<file path="src/hdl/fcw_pkg.sv">
// fcw_pkg: shared types and constants of the cluster chain walker
// holds table geometry, field widths, opcodes, status codes and the
// command/status structs between the controller and the datapath

package fcw_pkg;

    localparam int FAT_DEPTH = 4096;
    localparam int MAX_CHAIN = 64;
    localparam int ADDR_W    = $clog2(FAT_DEPTH);

    localparam int CL_W  = 16;
    localparam int IDX_W = 12;
    localparam int LIM_W = 7;
    localparam int ST_W  = 2;

    localparam logic [CL_W-1:0] CHAIN_END = 16'hFFF8;
    // depth with one extra bit so that 65536 still fits
    localparam logic [CL_W:0]   DEPTH_X   = (CL_W+1)'(FAT_DEPTH);
    localparam logic [LIM_W-1:0] LIMIT_RESET = LIM_W'(MAX_CHAIN);

    typedef enum logic {
        OP_LOAD = 1'b0,
        OP_WALK = 1'b1
    } t_opcode;

    typedef enum logic [ST_W-1:0] {
        ST_NORMAL = 2'd0,
        ST_EMPTY  = 2'd1,
        ST_LIMIT  = 2'd2,
        ST_BEYOND = 2'd3
    } t_status;

    typedef enum logic [1:0] {
        S_IDLE,
        S_CHECK,
        S_LOOK
    } t_state;

    typedef struct packed {
        logic    load_we;
        logic    walk_start;
        logic    advance;
        logic    emit;
        logic    emit_last;
        t_status emit_status;
    } t_cmd;

    typedef struct packed {
        logic cur_empty;
        logic cur_beyond;
        logic next_end;
        logic at_limit;
        logic slot_free;
    } t_sts;

endpackage

</file>
<file path="src/hdl/fcw_ctrl.sv">
// fcw_ctrl: walk sequencer of the cluster chain walker
// depends on fcw_pkg; drives commands to fcw_dpath and reads its status

module fcw_ctrl import fcw_pkg::*; (
    input  logic i_clk,
    input  logic i_rst_n,
    input  logic s_axis_tvalid,
    output logic s_axis_tready,
    input  logic i_opcode,
    input  t_sts i_sts,
    output t_cmd o_cmd
);

    t_state r_state;
    t_state n_state;

    always_ff @(posedge i_clk) begin
        if (!i_rst_n) begin
            r_state <= S_IDLE;
        end else begin
            r_state <= n_state;
        end
    end

    always_comb begin
        n_state           = r_state;
        s_axis_tready     = 1'b0;
        o_cmd.load_we     = 1'b0;
        o_cmd.walk_start  = 1'b0;
        o_cmd.advance     = 1'b0;
        o_cmd.emit        = 1'b0;
        o_cmd.emit_last   = 1'b0;
        o_cmd.emit_status = ST_NORMAL;
        case (r_state)
            S_IDLE: begin
                s_axis_tready = 1'b1;
                if (s_axis_tvalid) begin
                    if (t_opcode'(i_opcode) == OP_LOAD) begin
                        o_cmd.load_we = 1'b1;
                    end else begin
                        o_cmd.walk_start = 1'b1;
                        n_state          = S_CHECK;
                    end
                end
            end
            S_CHECK: begin
                // the table read for the cursor is issued this cycle
                if (i_sts.cur_empty || i_sts.cur_beyond) begin
                    if (i_sts.slot_free) begin
                        o_cmd.emit        = 1'b1;
                        o_cmd.emit_last   = 1'b1;
                        o_cmd.emit_status = i_sts.cur_empty ? ST_EMPTY : ST_BEYOND;
                        n_state           = S_IDLE;
                    end
                end else begin
                    n_state = S_LOOK;
                end
            end
            S_LOOK: begin
                if (i_sts.slot_free) begin
                    o_cmd.emit = 1'b1;
                    if (i_sts.next_end) begin
                        o_cmd.emit_last = 1'b1;
                        n_state         = S_IDLE;
                    end else if (i_sts.at_limit) begin
                        o_cmd.emit_last   = 1'b1;
                        o_cmd.emit_status = ST_LIMIT;
                        n_state           = S_IDLE;
                    end else begin
                        o_cmd.advance = 1'b1;
                        n_state       = S_CHECK;
                    end
                end
            end
            default: begin
                n_state = S_IDLE;
            end
        endcase
    end

`ifndef SYNTH
    a_stall_holds_look: assert property (@(posedge i_clk) disable iff (!i_rst_n)
        (r_state == S_LOOK && !i_sts.slot_free) |=> (r_state == S_LOOK))
        else $error("look state left while the output slot was full");

    a_final_returns_idle: assert property (@(posedge i_clk) disable iff (!i_rst_n)
        (o_cmd.emit && o_cmd.emit_last) |=> s_axis_tready)
        else $error("walk did not return to idle after its final item");
`endif

endmodule

</file>
<file path="config.mk">
export PLATFORM = sky130hd
export DESIGN_NAME = fcw_ctrl
export DESIGN_NICKNAME = d
export VERILOG_FILES = /design/src/hdl/fcw_pkg.sv /design/src/hdl/fcw_ctrl.sv
export SDC_FILE = /design/constraint.sdc
export NUM_CORES = 1
export LEC_CHECK = 0
export ABC_AREA = 0
export ABC_CLOCK_PERIOD_IN_PS = 4200
export BUFFER_PORTS_ARGS = -buffer_cell sky130_fd_sc_hd__buf_2
export CAP_MARGIN = 5
export CORE_AREA = 2 2 39 41
export CTS_BUF_LIST = sky130_fd_sc_hd__clkbuf_8 sky130_fd_sc_hd__clkbuf_16
export CTS_CLUSTER_DIAMETER = 30
export CTS_CLUSTER_SIZE = 12
export DETAILED_ROUTE_END_ITERATION = 7
export DIE_AREA = 0 0 41 43
export PLACE_DENSITY = 0.43
export SLEW_MARGIN = 0
export SYNTH_ARGS = -nofsm -noshare
export SYNTH_HDL_FRONTEND = slang
export SYNTH_SLANG_ARGS = --single-unit
export TNS_END_PERCENT = 10
</file>
<file path="constraint.sdc">
create_clock -name i_clk -period 4.2 [get_ports i_clk]
set_input_delay 0.63 -clock i_clk [delete_from_list [all_inputs] [get_ports i_clk]]
set_output_delay 0.63 -clock i_clk [all_outputs]
set_load 0.01 [all_outputs]
</file>
=== Yosys cells after proc, flatten, opt, wreduce, memory -nomap -nowiden ===
Cells that the tools add are included.

* Equal/unequal tests: 6
* Mux-type cells: 24
* Reductions and logical operators: 3

{| class="wikitable"
|+ Operators by type and width
! operator !! count
|-
| $mux W2 || 10
|-
| $mux W1 || 8
|-
| $mux W4 || 2
|-
| $pmux W4 S2 || 1
|-
| $ne A2 B2 Y1 const B || 3
|-
| $pmux W2 S3 || 1
|-
| $mux W5 || 1
|-
| $reduce_and A4 Y1 || 1
|-
| $mux W3 || 1
|-
| $ne A3 B3 Y1 const B || 1
|-
| $eq A2 B1 Y1 const B || 1
|-
| $eq A2 B2 Y1 const B || 1
|-
| $logic_not A2 Y1 || 1
|-
| $logic_or A1 B1 Y1 || 1
|}

* Register bits after elaboration: 2
* Output and inout port bits: 8
* Logic and storage cells: 34

=== Longest topological paths before layout ===
* Word-level depth: 4
* Mapped depth: 5
* Gate-level depth less buffers: 5

=== Least setup slack after synthesis ===
Ideal clock, no wire load.

* Path type: register to output
* Start point: register r_state[0]
* End point: output port o_cmd[1] (netlist bit)
* Arrival time: 1.291 ns
* Data required time: 3.570 ns
* Setup slack: 2.279 ns
* Cell stages (with the launch flop): 6
* Buffers on the path: 0
* Path through: dfxtp_1 > inv_1 > ha_1 > nand2_1 > or2_2 > o32ai_1

{| class="wikitable"
|+ RTL lines
! what !! RTL line !! source
|-
| from (decl) || fcw_ctrl.sv:14 || <nowiki>t_state r_state;</nowiki>
|-
| from (signal assigned) || fcw_ctrl.sv:21 || <nowiki>r_state <= n_state;</nowiki>
|-
| to (decl) || fcw_ctrl.sv:11 || <nowiki>output t_cmd o_cmd</nowiki>
|}

==> out/summary.txt <==
first-pass GRT wire length - 1040 um
Async SR Flop Fraction - 0%
clock slew seen by the registers of the worst setup and hold paths - 0.03 ns
Post-synth EDFFs - 0
layout cells sized above 1 - 41.8%
final WL - 684 um
crit-path cells - inv_1, ha_1, nand2_1, or2_2, o32ai_1, buf_2
total core area - 1380 um^2
Clk Latency, worst-skew pair - 0.22 ns
sequential power share - 16.0%
# Post-CTS Setup Buffers - 0
Clock Tree Root - clkbuf_8
Layout Nets - 71
crit end category - output port
DIE WIDTH - 41 um
final hold vios - 0
via density per instance - 4.28
Gate power share - 38.2%
Worst Hold Class - reg2reg
cts bufs inserted - 3
critical path type - reg2out
Worst Skew - 0.00670 ns
Sw Pwr - 0.0000579 W
Slew Viols, Final - 0
Global Route Usage Sum - 9.41%
sum of negative setup slack - 0 ns
Max Buffers Root-to-Sink - 2
Sink Count - 2
Initial DRT Pass Iterations - 2
Worst VDD drop - 0.156 mV
pin count of the biggest net entering global routing - 6
Post-synth top flop - dfxtp_1
Largest regs - r_state: 2 flops
CTS HTree Levels - 1
RSZ-0062 raised after global routing - no
synthesis-to-finish area growth - 52.1%
Leak - 0.225 nW
initial antenna violation count - 0
design internal power - 0.000115 W
outcome - complete, no violations
I/O Pins - 17
DP HPWL - 538 um
initial drt markers - 4
wire per inst - 9.63 um
Biggest register - r_state
via count - 304
Mapped Avg Cell Area - 7.54 um^2
P per Cell Area - 418 nW/um^2
YS warnings - 0
Synth area leader - ha_1
cell area after synthesis - 272 um^2
Worst slew margin - 76.9%
sequential-to-total area share from yosys stat - 14.7%
Final period util - 54.3%
Synth top area share - 23.0%
CTS tree - built
setup ws final - 1.92 ns
Peak Freq - 439 MHz
Die Y - 43 um
number of global-route vias before repair - 247
CP Max Fanout - 5
Clock Power Share - 45.8%
Gate Count Post-Synth - 36
top cells by area, synth - ha_1 23%, dfxtp_1 15%, nand2_1 9.7%, mux2i_1 7.4%, o21ai_0 5.5%
Final min period - 2.28 ns
Switching Fraction - 33.5%
post_cts resized - 0
Max stage delay on crit path - 0.39 ns
Final Wtd Congestion - 0.638
Final Setup Violations - 0
hold-fix buffers at CTS - 0
Unique masters post-synth - 19
Worst path slowest cell - dfxtp_1
total gr overflow - 0
CP Data Required Time - 3.57 ns
ANT cells - 0
CP Data Arrival Time - 1.65 ns
DR DRC count - 0
list of most frequent post-synthesis cells - 7 x nand2_1, 5 x ha_1, 4 x inv_1, 3 x o21ai_0
synthesized flop and latch total - 2
num rows - 14
PortBufs - 16
most common cell in the netlist - nand2_1
syn_nets - 50
CP Launch Type - flop
initial cell density of the core - 19.6%
Max Cap Viol - 0
Post-Place Setup Slack - 2.08 ns
Largest register FFs - 2
full die area - 1760 um^2
post-route ant nets - 0
Slew @ Worst Pin - 0.343 ns
==> cell usage in the layout, fill, tap and decap left out <==
cell type	synthesis	layout
a21oi_1	1	1
nand3_1	1	1
inv_1	4	4
buf_2	0	16
o32ai_1	1	1
or2_2	1	1
nand2_1	7	7
o21ai_0	3	3
and3_1	1	1
nor3_1	1	1
ha_1	5	5
o211ai_2	1	1
or4_1	1	1
dfxtp_1	2	2
mux2i_1	2	2
a21bo_2	1	1
nor2_1	1	1
nand2b_1	1	1
clkbuf_8	0	3
and2b_2	1	1
nor3b_1	1	1
==> cells by family after synthesis <==
| logic type | Yosys count | share of synthesized area (%) |
|---|---|---|
| fa+ha+maj | 5 | 23.0 |
| simple gates | 16 | 30.4 |
| buf+inv | 4 | 5.53 |
| flops | 2 | 14.7 |
| mux | 2 | 7.37 |
| compound gates | 7 | 18.9 |
==> area by class of cell <==
cell class / count / area (um^2)
Timing Repair Buffer: 16 / 80.1
Inverter: 4 / 15.0
Tap cell: 16 / 20.0
Multi-Input combinational cell: 30 / 216
Fill cell: 161 / 971
Clock buffer: 3 / 41.3
Sequential cell: 2 / 40.0
==> power by group through the flow <==
| stage | registers [W] | clock network [W] | logic [W] |
|---|---|---|---|
| finish | 0.0000277 | 0.0000791 | 0.0000659 |
| CTS | 0.0000278 | 0.0000803 | 0.0000669 |
| global placement | 0.0000281 | 0 | 0.0000680 |
| global route | 0.0000292 | 0.0000823 | 0.0000755 |
| detailed placement | 0.0000280 | 0 | 0.0000664 |
| floorplan | 0.0000271 | 0 | 0.0000458 |
==> routing by layer <==
metal | part of all wire, % | track usage, % | wire length, um | up-vias
met4 | 3.9 | 12.0 | 27 | 0
met3 | 9.2 | 1.57 | 63 | 3
met2 | 45 | 12.5 | 311 | 11
met5 | 0 | 0 | 0 | -
li1 | - | - | - | 162
met1 | 41 | 10.5 | 281 | 128
==> critical path, delay by kind of cell (launching register included) <==
kind / cells / cell delay [ns]
AOI/OAI and AO/OA: 1 / 0.12
adders and majority gates: 1 / 0.30
buffers and inverters: 2 / 0.25
DFF: 1 / 0.39
and+or+nand+nor: 2 / 0.37
==> through the flow <==
| stage | util [%] | cells | hold slack, ns | cell area (um^2) | power (W) |
|---|---|---|---|---|---|
| after global placement | 26.9 | 68 | 0.508 | 372 | 0.0000961 |
| final | 29.8 | 71 | 0.505 | 413 | 0.000173 |
| after global routing | 29.8 | 71 | 0.547 | 413 | 0.000187 |
| after detailed placement | 26.9 | 68 | 0.500 | 372 | 0.0000944 |
| after floorplan | - | 36 | 0.473 | 272 | 0.0000730 |
| after CTS | 29.8 | 71 | 0.505 | 413 | 0.000175 |
==> final timing paths <==
kind,start,cells past startpoint,endpoint,slack [ns]
max,r_state[1],6,o_cmd[1],1.92
min reg2reg,r_state[0],2,r_state[0],0.50
max reg2reg,r_state[0],5,r_state[1],2.92
min,r_state[0],2,r_state[0],0.50
Note: power is estimated with default switching activity, not from simulation.
